$ cat config.mk
export PLATFORM = sky130hd
export DESIGN_NAME = least_cost_transport_plan_unit_flat
export DESIGN_NICKNAME = d
export VERILOG_FILES = /design/src/lctp_pkg.sv /design/src/lctp_if.sv /design/src/lctp_ram.sv /design/src/least_cost_transport_plan_unit.sv /design/src/flat_wrapper.sv
export SDC_FILE = /design/constraint.sdc
export NUM_CORES = 2
export LEC_CHECK = 0
export ABC_AREA = 1
export BUFFER_PORTS_ARGS = -buffer_cell sky130_fd_sc_hd__buf_2
export CORE_AREA = 10 10 381 383
export CTS_CLUSTER_DIAMETER = 50
export DETAILED_ROUTE_END_ITERATION = 10
export DIE_AREA = 0 0 391 393
export PLACE_DENSITY = 0.62
export SLEW_MARGIN = 10
export SYNTH_ARGS = -nofsm -noshare
export SYNTH_HDL_FRONTEND = slang
export SYNTH_HIERARCHICAL = 1
export SYNTH_SLANG_ARGS = --single-unit
$ cat constraint.sdc
create_clock -name clk -period 22.7 [get_ports clk]
set_input_delay 1.135 -clock clk [delete_from_list [all_inputs] [get_ports clk]]
set_output_delay 1.135 -clock clk [all_outputs]
set_load 0.005 [all_outputs]
$ cat src/lctp_pkg.sv
// Package for the least-cost transport plan unit: sizes, op codes,
// sequencer states. No dependencies; lctp_if, the top level and the testbench use it.
`default_nettype none

package lctp_pkg;

	localparam int NUM_SOURCES = 4;
	localparam int NUM_SINKS   = 4;
	localparam int NUM_CELLS   = NUM_SOURCES * NUM_SINKS;

	localparam int ROW_W  = (NUM_SOURCES > 1) ? $clog2(NUM_SOURCES) : 1;
	localparam int COL_W  = (NUM_SINKS > 1) ? $clog2(NUM_SINKS) : 1;
	localparam int CELL_W = (NUM_CELLS > 1) ? $clog2(NUM_CELLS) : 1;

	localparam int IDX_W  = 3;
	localparam int VAL_W  = 20;
	localparam int LIM_W  = 17;
	localparam int PROD_W = VAL_W + LIM_W;
	localparam int TOT_W  = 47;

	localparam logic [LIM_W-1:0] COST_LIMIT = LIM_W'(100000);

	typedef logic [IDX_W-1:0] idx_t;
	typedef logic [VAL_W-1:0] val_t;
	typedef logic [TOT_W-1:0] tot_t;

	typedef enum logic [1:0] {
		OP_SUPPLY = 2'd0,
		OP_DEMAND = 2'd1,
		OP_COST   = 2'd2,
		OP_SOLVE  = 2'd3
	} op_t;

	typedef enum logic [2:0] {
		S_IDLE,
		S_INIT,
		S_SCAN,
		S_SCAN_END,
		S_ALLOC,
		S_ACC,
		S_EMIT_RD,
		S_EMIT_LD
	} state_t;

	// one more state than fits above would overflow; emit wait gets its own code
	typedef enum logic [1:0] {
		E_NONE,
		E_WAIT
	} emit_t;

endpackage

`default_nettype wire

$ cat src/lctp_if.sv
// Channel interfaces of the least-cost transport plan unit: command input
// and plan-cell output, each with valid/ready. Depends on lctp_pkg.
`default_nettype none

interface lctp_cmd_if;
	logic             valid;
	logic             ready;
	lctp_pkg::op_t    op;
	lctp_pkg::idx_t   row_index;
	lctp_pkg::idx_t   col_index;
	lctp_pkg::val_t   value;

	modport source (output valid, op, row_index, col_index, value, input ready);
	modport sink   (input valid, op, row_index, col_index, value, output ready);
endinterface

interface lctp_plan_if;
	logic             valid;
	logic             ready;
	lctp_pkg::idx_t   out_row;
	lctp_pkg::idx_t   out_col;
	lctp_pkg::val_t   amount;
	lctp_pkg::tot_t   total_cost;
	logic             last;

	modport source (output valid, out_row, out_col, amount, total_cost, last, input ready);
	modport sink   (input valid, out_row, out_col, amount, total_cost, last, output ready);
endinterface

`default_nettype wire

$ cat src/lctp_ram.sv
// Generic single-write, single-read synchronous RAM with registered read data.
// Used for the cost matrix and the plan. No package dependencies.
`default_nettype none

module lctp_ram #(
	parameter int DEPTH = 16,
	parameter int WIDTH = 20,
	parameter int AW    = (DEPTH > 1) ? $clog2(DEPTH) : 1
) (
	input  wire logic             clk,
	input  wire logic             we,
	input  wire logic [AW-1:0]    wa,
	input  wire logic [WIDTH-1:0] wd,
	input  wire logic [AW-1:0]    ra,
	output logic      [WIDTH-1:0] rd
);

	logic [WIDTH-1:0] mem [DEPTH];

	always_ff @(posedge clk) begin
		if (we) begin
			mem[wa] <= wd;
		end
	end

	always_ff @(posedge clk) begin
		rd <= mem[ra];
	end

endmodule

`default_nettype wire

$ cat src/least_cost_transport_plan_unit.sv
// Top level of the least-cost transport plan unit: command decode, solve
// sequencer, remainders and output register. Depends on lctp_pkg, lctp_if, lctp_ram.
`default_nettype none

// Supply, demand and unit-cost load commands are taken one per cycle and
// produce no output. A solve command builds the plan by the least-cost
// method and then streams every plan cell in row-major order; the last
// transfer carries the total cost. While a solve runs the command channel
// is held not ready. A solve starts with a setup step; each allocation pass then
// scans the cost memory one cell per cycle through its single read port, makes
// the final compare, writes the allocation and accumulates the cost; there are at
// most NUM_SOURCES + NUM_SINKS - 1 allocating passes and one final empty scan.
// Each plan cell then goes through a plan memory read, an output load and a
// transfer, which may be held by an output stall. Loaded values persist across
// solves; the plan is cleared at the start of each solve.
module least_cost_transport_plan_unit (
	input  wire logic  clk,
	input  wire logic  arst_n,
	lctp_cmd_if.sink   cmd,
	lctp_plan_if.source plan
);
	import lctp_pkg::*;

	state_t state_q, state_nx;
	emit_t  emit_q;

	// stored loads
	val_t supply_q [NUM_SOURCES];
	val_t demand_q [NUM_SINKS];

	// working remainders (written at solve start, no reset needed)
	val_t rs_q [NUM_SOURCES];
	val_t rd_q [NUM_SINKS];
	logic [NUM_SOURCES-1:0] rs_act;
	logic [NUM_SINKS-1:0]   rd_act;

	// plan valid bits stand for the per-solve clear of the plan memory
	logic [NUM_CELLS-1:0] plan_vld_q;

	// cost valid bits: a cost entry never loaded since reset reads as zero
	logic [NUM_CELLS-1:0] cost_vld_q;

	// scan counters and read pipeline
	logic [CELL_W-1:0] scan_idx_q;
	logic [ROW_W-1:0]  scan_row_q;
	logic [COL_W-1:0]  scan_col_q;
	logic              scan_vld_s1;
	logic [CELL_W-1:0] scan_idx_s1;
	logic [ROW_W-1:0]  scan_row_s1;
	logic [COL_W-1:0]  scan_col_s1;

	// best candidate of the current pass
	logic              found_q;
	logic [LIM_W-1:0]  best_q;
	logic [ROW_W-1:0]  br_q;
	logic [COL_W-1:0]  bc_q;
	logic [CELL_W-1:0] bk_q;
	logic              hit;
	logic              found_nx;

	// allocation and accumulation
	val_t              rs_sel, rd_sel, alloc_amt;
	logic [PROD_W-1:0] prod_q;
	tot_t              total_q;

	// emit counters
	logic [CELL_W-1:0] emit_idx_q;
	logic [ROW_W-1:0]  emit_row_q;
	logic [COL_W-1:0]  emit_col_q;
	logic              emit_last;

	// output register
	logic [ROW_W-1:0]  o_row_q;
	logic [COL_W-1:0]  o_col_q;
	val_t              o_amt_q;
	tot_t              o_tot_q;
	logic              o_last_q;

	// control strobes
	logic cmd_xfer, plan_xfer;
	logic ld_supply, ld_demand, ld_cost;
	logic do_init, do_scan, do_restart, do_alloc, do_acc, do_emit_ld;

	// memory ports
	logic [CELL_W-1:0] cost_wa;
	val_t              cost_rd;
	val_t              cost_use;
	val_t              plan_rd;

	lctp_ram #(.DEPTH(NUM_CELLS), .WIDTH(VAL_W), .AW(CELL_W)) u_cost_ram (
		.clk (clk),
		.we  (ld_cost),
		.wa  (cost_wa),
		.wd  (cmd.value),
		.ra  (scan_idx_q),
		.rd  (cost_rd)
	);

	lctp_ram #(.DEPTH(NUM_CELLS), .WIDTH(VAL_W), .AW(CELL_W)) u_plan_ram (
		.clk (clk),
		.we  (do_alloc),
		.wa  (bk_q),
		.wd  (alloc_amt),
		.ra  (emit_idx_q),
		.rd  (plan_rd)
	);

	// ---------------- command decode ----------------
	assign cmd.ready = (state_q == S_IDLE);
	assign cmd_xfer  = cmd.valid && cmd.ready;
	assign plan_xfer = plan.valid && plan.ready;

	// drop loads whose index falls outside the configured table
	assign ld_supply = cmd_xfer && (cmd.op == OP_SUPPLY) && (32'(cmd.row_index) < NUM_SOURCES);
	assign ld_demand = cmd_xfer && (cmd.op == OP_DEMAND) && (32'(cmd.col_index) < NUM_SINKS);
	assign ld_cost   = cmd_xfer && (cmd.op == OP_COST)
	                   && (32'(cmd.row_index) < NUM_SOURCES)
	                   && (32'(cmd.col_index) < NUM_SINKS);
	assign cost_wa   = CELL_W'(32'(cmd.row_index) * NUM_SINKS + 32'(cmd.col_index));

	// ---------------- scan compare ----------------
	always_comb begin
		for (int i = 0; i < NUM_SOURCES; i++) begin
			rs_act[i] = (rs_q[i] != '0);
		end
		for (int j = 0; j < NUM_SINKS; j++) begin
			rd_act[j] = (rd_q[j] != '0);
		end
	end

	assign cost_use = cost_vld_q[scan_idx_s1] ? cost_rd : '0;

	// strict less-than keeps the first cell in row-major order on ties
	assign hit = scan_vld_s1 && rs_act[scan_row_s1] && rd_act[scan_col_s1]
	             && (cost_use < VAL_W'(best_q));
	assign found_nx = found_q || hit;

	// ---------------- allocation ----------------
	assign rs_sel    = rs_q[br_q];
	assign rd_sel    = rd_q[bc_q];
	assign alloc_amt = (rs_sel < rd_sel) ? rs_sel : rd_sel;

	assign emit_last = (emit_idx_q == CELL_W'(NUM_CELLS - 1));

	// ---------------- sequencer: next state ----------------
	always_comb begin
		state_nx = state_q;
		case (state_q)
			S_IDLE: begin
				if (cmd_xfer && (cmd.op == OP_SOLVE)) begin
					state_nx = S_INIT;
				end
			end
			S_INIT: state_nx = S_SCAN;
			S_SCAN: begin
				if (scan_idx_q == CELL_W'(NUM_CELLS - 1)) begin
					state_nx = S_SCAN_END;
				end
			end
			S_SCAN_END: state_nx = found_nx ? S_ALLOC : S_EMIT_RD;
			S_ALLOC:    state_nx = S_ACC;
			S_ACC:      state_nx = S_SCAN;
			S_EMIT_RD:  state_nx = S_EMIT_LD;
			S_EMIT_LD: begin
				// hold here while the loaded cell waits for its transfer
				if (emit_q == E_WAIT && plan_xfer) begin
					state_nx = emit_last ? S_IDLE : S_EMIT_RD;
				end
			end
			default: state_nx = S_IDLE;
		endcase
	end

	// ---------------- sequencer: outputs ----------------
	always_comb begin
		do_init    = 1'b0;
		do_scan    = 1'b0;
		do_restart = 1'b0;
		do_alloc   = 1'b0;
		do_acc     = 1'b0;
		do_emit_ld = 1'b0;
		case (state_q)
			S_INIT: begin
				do_init    = 1'b1;
				do_restart = 1'b1;
			end
			S_SCAN:    do_scan  = 1'b1;
			S_ALLOC:   do_alloc = 1'b1;
			S_ACC: begin
				do_acc     = 1'b1;
				do_restart = 1'b1;
			end
			S_EMIT_LD: do_emit_ld = (emit_q == E_NONE);
			default: ;
		endcase
	end

	assign plan.valid = (state_q == S_EMIT_LD) && (emit_q == E_WAIT);

	// ---------------- control registers ----------------
	always_ff @(posedge clk or negedge arst_n) begin
		if (!arst_n) begin
			state_q     <= S_IDLE;
			emit_q      <= E_NONE;
			scan_vld_s1 <= 1'b0;
			found_q     <= 1'b0;
			scan_idx_q  <= '0;
			scan_row_q  <= '0;
			scan_col_q  <= '0;
			emit_idx_q  <= '0;
			emit_row_q  <= '0;
			emit_col_q  <= '0;
			plan_vld_q  <= '0;
			cost_vld_q  <= '0;
			total_q     <= '0;
			for (int i = 0; i < NUM_SOURCES; i++) begin
				supply_q[i] <= '0;
			end
			for (int j = 0; j < NUM_SINKS; j++) begin
				demand_q[j] <= '0;
			end
		end else begin
			state_q     <= state_nx;
			scan_vld_s1 <= do_scan;

			if (ld_supply) begin
				supply_q[cmd.row_index[ROW_W-1:0]] <= cmd.value;
			end
			if (ld_demand) begin
				demand_q[cmd.col_index[COL_W-1:0]] <= cmd.value;
			end
			if (ld_cost) begin
				cost_vld_q[cost_wa] <= 1'b1;
			end

			// restart the row-major scan at each pass
			if (do_restart) begin
				found_q    <= 1'b0;
				scan_idx_q <= '0;
				scan_row_q <= '0;
				scan_col_q <= '0;
			end else begin
				if (hit) begin
					found_q <= 1'b1;
				end
				if (do_scan && scan_idx_q != CELL_W'(NUM_CELLS - 1)) begin
					scan_idx_q <= scan_idx_q + 1'b1;
					if (scan_col_q == COL_W'(NUM_SINKS - 1)) begin
						scan_col_q <= '0;
						scan_row_q <= scan_row_q + 1'b1;
					end else begin
						scan_col_q <= scan_col_q + 1'b1;
					end
				end
			end

			if (do_init) begin
				plan_vld_q <= '0;
				total_q    <= '0;
				emit_idx_q <= '0;
				emit_row_q <= '0;
				emit_col_q <= '0;
			end
			if (do_alloc) begin
				plan_vld_q[bk_q] <= 1'b1;
			end
			if (do_acc) begin
				total_q <= total_q + TOT_W'(prod_q);
			end

			// emit handshake: load, then hold until transfer
			if (do_emit_ld) begin
				emit_q <= E_WAIT;
			end else if (plan_xfer) begin
				emit_q <= E_NONE;
				if (!emit_last) begin
					emit_idx_q <= emit_idx_q + 1'b1;
					if (emit_col_q == COL_W'(NUM_SINKS - 1)) begin
						emit_col_q <= '0;
						emit_row_q <= emit_row_q + 1'b1;
					end else begin
						emit_col_q <= emit_col_q + 1'b1;
					end
				end
			end
		end
	end

	// ---------------- datapath registers ----------------
	always_ff @(posedge clk) begin
		scan_idx_s1 <= scan_idx_q;
		scan_row_s1 <= scan_row_q;
		scan_col_s1 <= scan_col_q;

		if (do_restart) begin
			best_q <= COST_LIMIT;
		end else if (hit) begin
			best_q <= cost_use[LIM_W-1:0];
			br_q   <= scan_row_s1;
			bc_q   <= scan_col_s1;
			bk_q   <= scan_idx_s1;
		end

		if (do_init) begin
			for (int i = 0; i < NUM_SOURCES; i++) begin
				rs_q[i] <= supply_q[i];
			end
			for (int j = 0; j < NUM_SINKS; j++) begin
				rd_q[j] <= demand_q[j];
			end
		end

		// one side of the chosen cell always drains to zero here
		if (do_alloc) begin
			rs_q[br_q] <= rs_sel - alloc_amt;
			rd_q[bc_q] <= rd_sel - alloc_amt;
			prod_q     <= PROD_W'(alloc_amt) * PROD_W'(best_q);
		end

		if (do_emit_ld) begin
			o_row_q  <= emit_row_q;
			o_col_q  <= emit_col_q;
			o_amt_q  <= plan_vld_q[emit_idx_q] ? plan_rd : '0;
			o_tot_q  <= emit_last ? total_q : '0;
			o_last_q <= emit_last;
		end
	end

	assign plan.out_row    = IDX_W'(o_row_q);
	assign plan.out_col    = IDX_W'(o_col_q);
	assign plan.amount     = o_amt_q;
	assign plan.total_cost = o_tot_q;
	assign plan.last       = o_last_q;

endmodule

`default_nettype wire

$ cat src/flat_wrapper.sv
// flat-port wrapper written by rule: the top's interface ports become plain ports
module least_cost_transport_plan_unit_flat import lctp_pkg::*;
  (clk, arst_n, cmd_valid, cmd_op, cmd_row_index, cmd_col_index, cmd_value, cmd_ready, plan_valid, plan_out_row, plan_out_col, plan_amount, plan_total_cost, plan_last, plan_ready);
  lctp_cmd_if cmd_i ();
  lctp_plan_if plan_i ();
  input  wire logic clk;
  input  wire logic arst_n;
  input wire logic [$bits(cmd_i.valid)-1:0] cmd_valid;
  input wire logic [$bits(cmd_i.op)-1:0] cmd_op;
  input wire logic [$bits(cmd_i.row_index)-1:0] cmd_row_index;
  input wire logic [$bits(cmd_i.col_index)-1:0] cmd_col_index;
  input wire logic [$bits(cmd_i.value)-1:0] cmd_value;
  output wire logic [$bits(cmd_i.ready)-1:0] cmd_ready;
  output wire logic [$bits(plan_i.valid)-1:0] plan_valid;
  output wire logic [$bits(plan_i.out_row)-1:0] plan_out_row;
  output wire logic [$bits(plan_i.out_col)-1:0] plan_out_col;
  output wire logic [$bits(plan_i.amount)-1:0] plan_amount;
  output wire logic [$bits(plan_i.total_cost)-1:0] plan_total_cost;
  output wire logic [$bits(plan_i.last)-1:0] plan_last;
  input wire logic [$bits(plan_i.ready)-1:0] plan_ready;
  assign cmd_i.valid = cmd_valid;
  assign cmd_i.op = cmd_op;
  assign cmd_i.row_index = cmd_row_index;
  assign cmd_i.col_index = cmd_col_index;
  assign cmd_i.value = cmd_value;
  assign cmd_ready = cmd_i.ready;
  assign plan_valid = plan_i.valid;
  assign plan_out_row = plan_i.out_row;
  assign plan_out_col = plan_i.out_col;
  assign plan_amount = plan_i.amount;
  assign plan_total_cost = plan_i.total_cost;
  assign plan_last = plan_i.last;
  assign plan_i.ready = plan_ready;
  least_cost_transport_plan_unit u_core (.clk(clk), .arst_n(arst_n), .cmd(cmd_i), .plan(plan_i));
endmodule
# Word-level counts from Yosys, hierarchy flattened
# Memories as Yosys holds them, arrays and structs flattened. A register that Yosys moved wholly into a read port is not among the register bits.
# Cells that the tools add are included.
classes:
  n_addsub: 10
  multipliers: 1
  n_lt_le_gt_ge: 16
  n_reduce_logical: 43
  bitwise: 5
  mux: 76
  eq_ne: 19
ops:
  columns: ["operator", "n"]
  rows:
  - ["$bwmux W80", 2]
  - ["$reduce_bool A20 Y1", 8]
  - ["$mux W20", 6]
  - ["$mux W47", 2]
  - ["$demux W20 S2", 2]
  - ["$add A47 B37 Y47", 1]
  - ["$mux W2", 23]
  - ["$reduce_or A20 Y1", 2]
  - ["$sub A20 B20 Y20", 2]
  - ["$mul A20 B17 Y37", 1]
  - ["$mux W16", 2]
  - ["$or A16 B16 Y16", 2]
  - ["$mux W4", 6]
  - ["$mux W1", 22]
  - ["$pmux W3 S7", 1]
  - ["$logic_and A1 B1 Y1", 20]
  - ["$lt A20 B17 Y1", 1]
  - ["$lt A20 B20 Y1", 1]
  - ["$lt A4 B5 Y1 const B", 4]
  - ["$eq A3 B3 Y1 const B", 4]
  - ["$mux W3", 4]
  - ["$reduce_bool A2 Y1", 5]
  - ["$add A2 B1 Y2 const B", 4]
  - ["$add A4 B1 Y4 const B", 2]
  - ["25 further kinds", 43]
word_totals:
  output_inout_bits: 76
  regBits: 404
  wordCells: 208
  in_bits: 32
  mem_bits_rw: 800
  memories: 4
memory_table:
  columns: ["memory", "depth", "word_bits", "read_ports", "rd_ports_with_merged_regs", "wr", "line_no", "text"]
  rows:
  - ["u_core.u_cost_ram.mem", 16, 20, 1, 1, 1, "lctp_ram.sv:18", "logic [WIDTH-1:0] mem [DEPTH];"]
  - ["u_core.u_plan_ram.mem", 16, 20, 1, 1, 1, "lctp_ram.sv:18", null]
  - ["u_core.rd_q", 4, 20, 5, 1, 4, "least_cost_transport_plan_unit.sv:33", "val_t rd_q [NUM_SINKS];"]
  - ["u_core.rs_q", 4, 20, 5, 1, 4, "least_cost_transport_plan_unit.sv:32", "val_t rs_q [NUM_SOURCES];"]

# Longest topological paths before layout
# An unclocked memory read counts as a cell.
depth:
  depth_word: 10
  depth_mapped: 44
  mapped_depth_nobuf: 40

# Modules after synthesis
# Netlist, hierarchy kept.
modules_own_cells:
  columns: ["mod", "seq_area_each_um2", "area_per_inst_um2", "cells_per_inst", "n_inst"]
  rows:
  - ["least_cost_transport_plan_unit", 15429.8, 40043.4, 4664, 1]
  - ["lctp_ram", 10009.6, 14192.4, 1336, 2]

# Worst setup path after synthesis
# OpenSTA, ideal clock, no wires.
synth_path:
  path_kind: "register to register"
  startpoint: "register with a tool-made name"
  endpoint: "register u_core.prod_q[36] (data pin)"
  setup_ns: 0.265
  path_buffers: 4
  synth_period_minus_slack_ns: 7.655
  t_required_ns: 22.435
  arrival_time_ns: 7.390
  stages_incl_launch_ff: 43
  setup_slack_ns: 15.045
  path_cell_list: "dfxtp_1 buf_2 buf_1 nand2_1 a32oi_1 inv_1 ha_1 nand2_1 inv_1 o21ai_0 nand2_1 a21oi_1 o21a_1 nand2_4 buf_6 buf_6 nand2_1 nand2_2 (+7 left out) inv_1 fa_1 fa_1 inv_1 fa_1 inv_1 ha_1 nand2_1 nand2_1 a31oi_1 nand2_1 nand2_1 nand3_1 nand2_1 nand2_1 a21oi_1 o21ai_0 xor2_1"
synth_lines:
  columns: ["element", "line_no", "text"]
  rows:
  - ["end signal, assigned", "least_cost_transport_plan_unit.sv:317", "prod_q <= PROD_W'(alloc_amt) * PROD_W'(best_q);"]
  - ["end, declared", "least_cost_transport_plan_unit.sv:63", "logic [PROD_W-1:0] prod_q;"]

==> impl_metrics.tcl <==
set metrics [dict create \
    cts_buffers 143 \
    skew_ns 0.0476 \
    htreeDepth 4 \
    place_congestion 0.995 \
    rsz0062_at_grt "false" \
    die_h_um 393 \
    fin_tns_setup_ns 0 \
    yosys_warnings 6 \
    ys_seq_elements 1247 \
    nets 7887 \
    antenna_found_initial 5 \
    synth_top_area_share_pct 40.2 \
    slew_headroom_pct 14.3 \
    cts_num_sinks 1247 \
    ctsResizeCount 0 \
    crit_buf_inv 9 \
    place_hpwl_um 132000 \
    synthFlopType "edfxtp_1" \
    synth_area_leader_cell "edfxtp_1" \
    clkTransAtPathRegs_ns 0.06 \
    crit_cells 38 \
    fin_crit_sh_pct 42.4 \
    fmax_ghz 0.104 \
    drt-pass1-iter-count 6 \
    synth_simple_gate_area_share_pct 19.7 \
    fp.coreArea_um2 137000 \
    synth-xor-area-share_pct 1.01 \
    synth_top_family_by_area "simple AND/OR/NAND/NOR gates" \
    syn-cell-area_um2 68400 \
    hold_class "in -> async" \
    syn_to_final_growth_pct 9.86 \
    outcome "finished, final reports clean" \
    crit_arrival_ns 10.12 \
    async_flop_share_pct 20.9 \
    clock_latency_ns 0.79 \
    synth_edf_count 917 \
    tightest_slew_ns 1.28 \
    synth_compound_area_share_pct 6.49 \
    worst_ep_required_time_ns 23.19 \
    start_util_pct 49.9 \
    seq_area_frac_synth_pct 51.8 \
    maxCapViolCount 0 \
    grt_util_all_layers_pct 25.2 \
    grt_pass1_wl_um 297000 \
    die_area_um2 154000 \
    slew_viol_final 0 \
    ant_nets 0 \
    synth.area.mux_share_pct 0 \
    num_rows 136 \
    synth_fa_ha_area_share_pct 12.1 \
    yosys-top-cells-area "edfxtp_1 (40%), nand2_1 (10%), dfrtp_1 (9.5%), fa_1 (8.0%), inv_1 (6.4%)" \
    cts_tree "built" \
    ys_types 55 \
    finalSetupViolations 0 \
    ys_top_cells_by_count "nand2_1 (1839), inv_1 (1172), edfxtp_1 (917)" \
    worstSetupPathType "reg -> reg" \
    hold_viol_final 0 \
    via_count 50200 \
    crit_family "adder cells" \
    die_w_um 391 \
    routedWlPerCell_um 21.0 \
    vias_per_cell 5.41 \
    cp_common_cell "nand2_1" \
    slowest_stage "inv_1" \
    cts_setup_buffers 0 \
    drt_wl_total_um 195000 \
    drtIter0Drc 4485 \
    grt-ovfl-total 0 \
    start_kind "flip-flop" \
    endpoint_kind "flip-flop" \
    cts_hold_buf 0 \
    io-pin-count 108 \
    clockBufferDepth 3 \
    syn-instance-count 7336 \
    drive_gt1_share_pct 8.49 \
    ff2ff_path_depth 38 \
    cp_max_fo 56 \
    avgSynthCellArea_um2 9.33 \
    first_global_vias 49300 \
    clockRootBuffer "clkbuf_16" \
    synth.most_common_cell "nand2_1" \
    portBuffers 105 \
    finalCriticalPeriod_ns 9.64 \
    grt_max_degree 147 \
    drc 0 \
    slowest_delay_ns 0.96 \
]
state kept, by name, summed over array words and instances (netlist names), 16 cells and up, named ones only:
register / cells
u_core/best_q: 17
u_core/cost_vld_q: 16
u_core/demand_q: 80
u_core/plan.amount: 20
u_core/plan.total_cost: 47
u_core/plan_vld_q: 16
u_core/prod_q: 37
u_core/rd_q: 80
u_core/rs_q: 80
u_core/supply_q: 80
u_core/total_q: 47
u_core/u_cost_ram/mem: 320
u_core/u_cost_ram/rd: 20
u_core/u_plan_ram/mem: 320
u_core/u_plan_ram/rd: 20
per-stage QoR:
stage	setup WS [ns]	instance area (um^2)	utilization (%)	hold WS (ns)	instances
5_1_grt	12.35	75200	54.8	0.299	9271
3_3_place_gp	13.40	70400	51.3	0.380	9006
2_1_floorplan	15.04	68400	-	0.347	7337
4_1_cts	13.19	75200	54.8	0.275	9270
6_report	13.06	75200	54.8	0.287	9272
3_5_place_dp	13.23	70400	51.3	0.382	9006
final cells by class:
| type | instances | area (um^2) |
|---|---|---|
| sequential | 1247 | 35500 |
| multi-input combinational | 4590 | 27100 |
| antenna | 2 | 5.00 |
| fill | 12200 | 62000 |
| clock inverter | 81 | 963 |
| clock buffer | 183 | 3840 |
| tap | 1794 | 2240 |
| inverter | 1204 | 4530 |
| timing repair buffer | 171 | 1040 |
path summary, 6_finish.rpt:
kind                                       from                    end  slack (ns)
setup / recovery                      flip-flop      u_core/prod_q[36]       13.06
hold / removal                           arst_n     u_core/total_q[17]        0.29
setup reg to reg                      flip-flop      u_core/prod_q[36]       13.06
hold reg to reg            u_core/scan_row_q[1]  u_core/scan_row_s1[1]        0.39
max in group asynchronous                arst_n   u_core/cost_vld_q[8]       20.36
min in group clk           u_core/scan_row_q[1]  u_core/scan_row_s1[1]        0.39
layer usage:
metal | up-vias | track usage (%) | part of all wire [%]
met3 | 394 | 6.07 | 9.0
met1 | 24200 | 33.7 | 42
met2 | 1939 | 39.9 | 45
met4 | 2 | 9.63 | 3.8
met5 | - | 0 | 0.0067
li1 | 23700 | - | -
cells in the final DEF (no fill, tap or decap), drive strengths merged, types with 8 or more instances in the layout:
cell type     n
o21ai       476
or2          35
a32oi        20
edfxtp      917
inv        1213
bufinv       13
xor2         44
ha          226
dfrtp       261
o31ai         9
clkinv       55
nand3b        8
clkbuf      183
nand3       575
o21bai        9
nand2      1955
a21o         17
a31oi        25
nand4        33
a21oi       190
nor4         11
nor2        522
fa          272
xnor2        35
buf         171
dfxtp        69
nor3         47
o22ai        44
cell families (layout without fill, tap and decap cells):
| kind of cell | count (synthesis) | in the layout |
|---|---|---|
| compound gates | 819 | 819 |
| fa+ha+maj | 498 | 498 |
| buf+inv | 1500 | 1639 |
| xor+xnor | 79 | 79 |
| other cells | 1 | 4 |
| flops | 1247 | 1247 |
| simple gates | 3192 | 3192 |
Power is not shown: default switching activity piles up to over one toggle a cycle in this logic, so the estimate is an artifact.
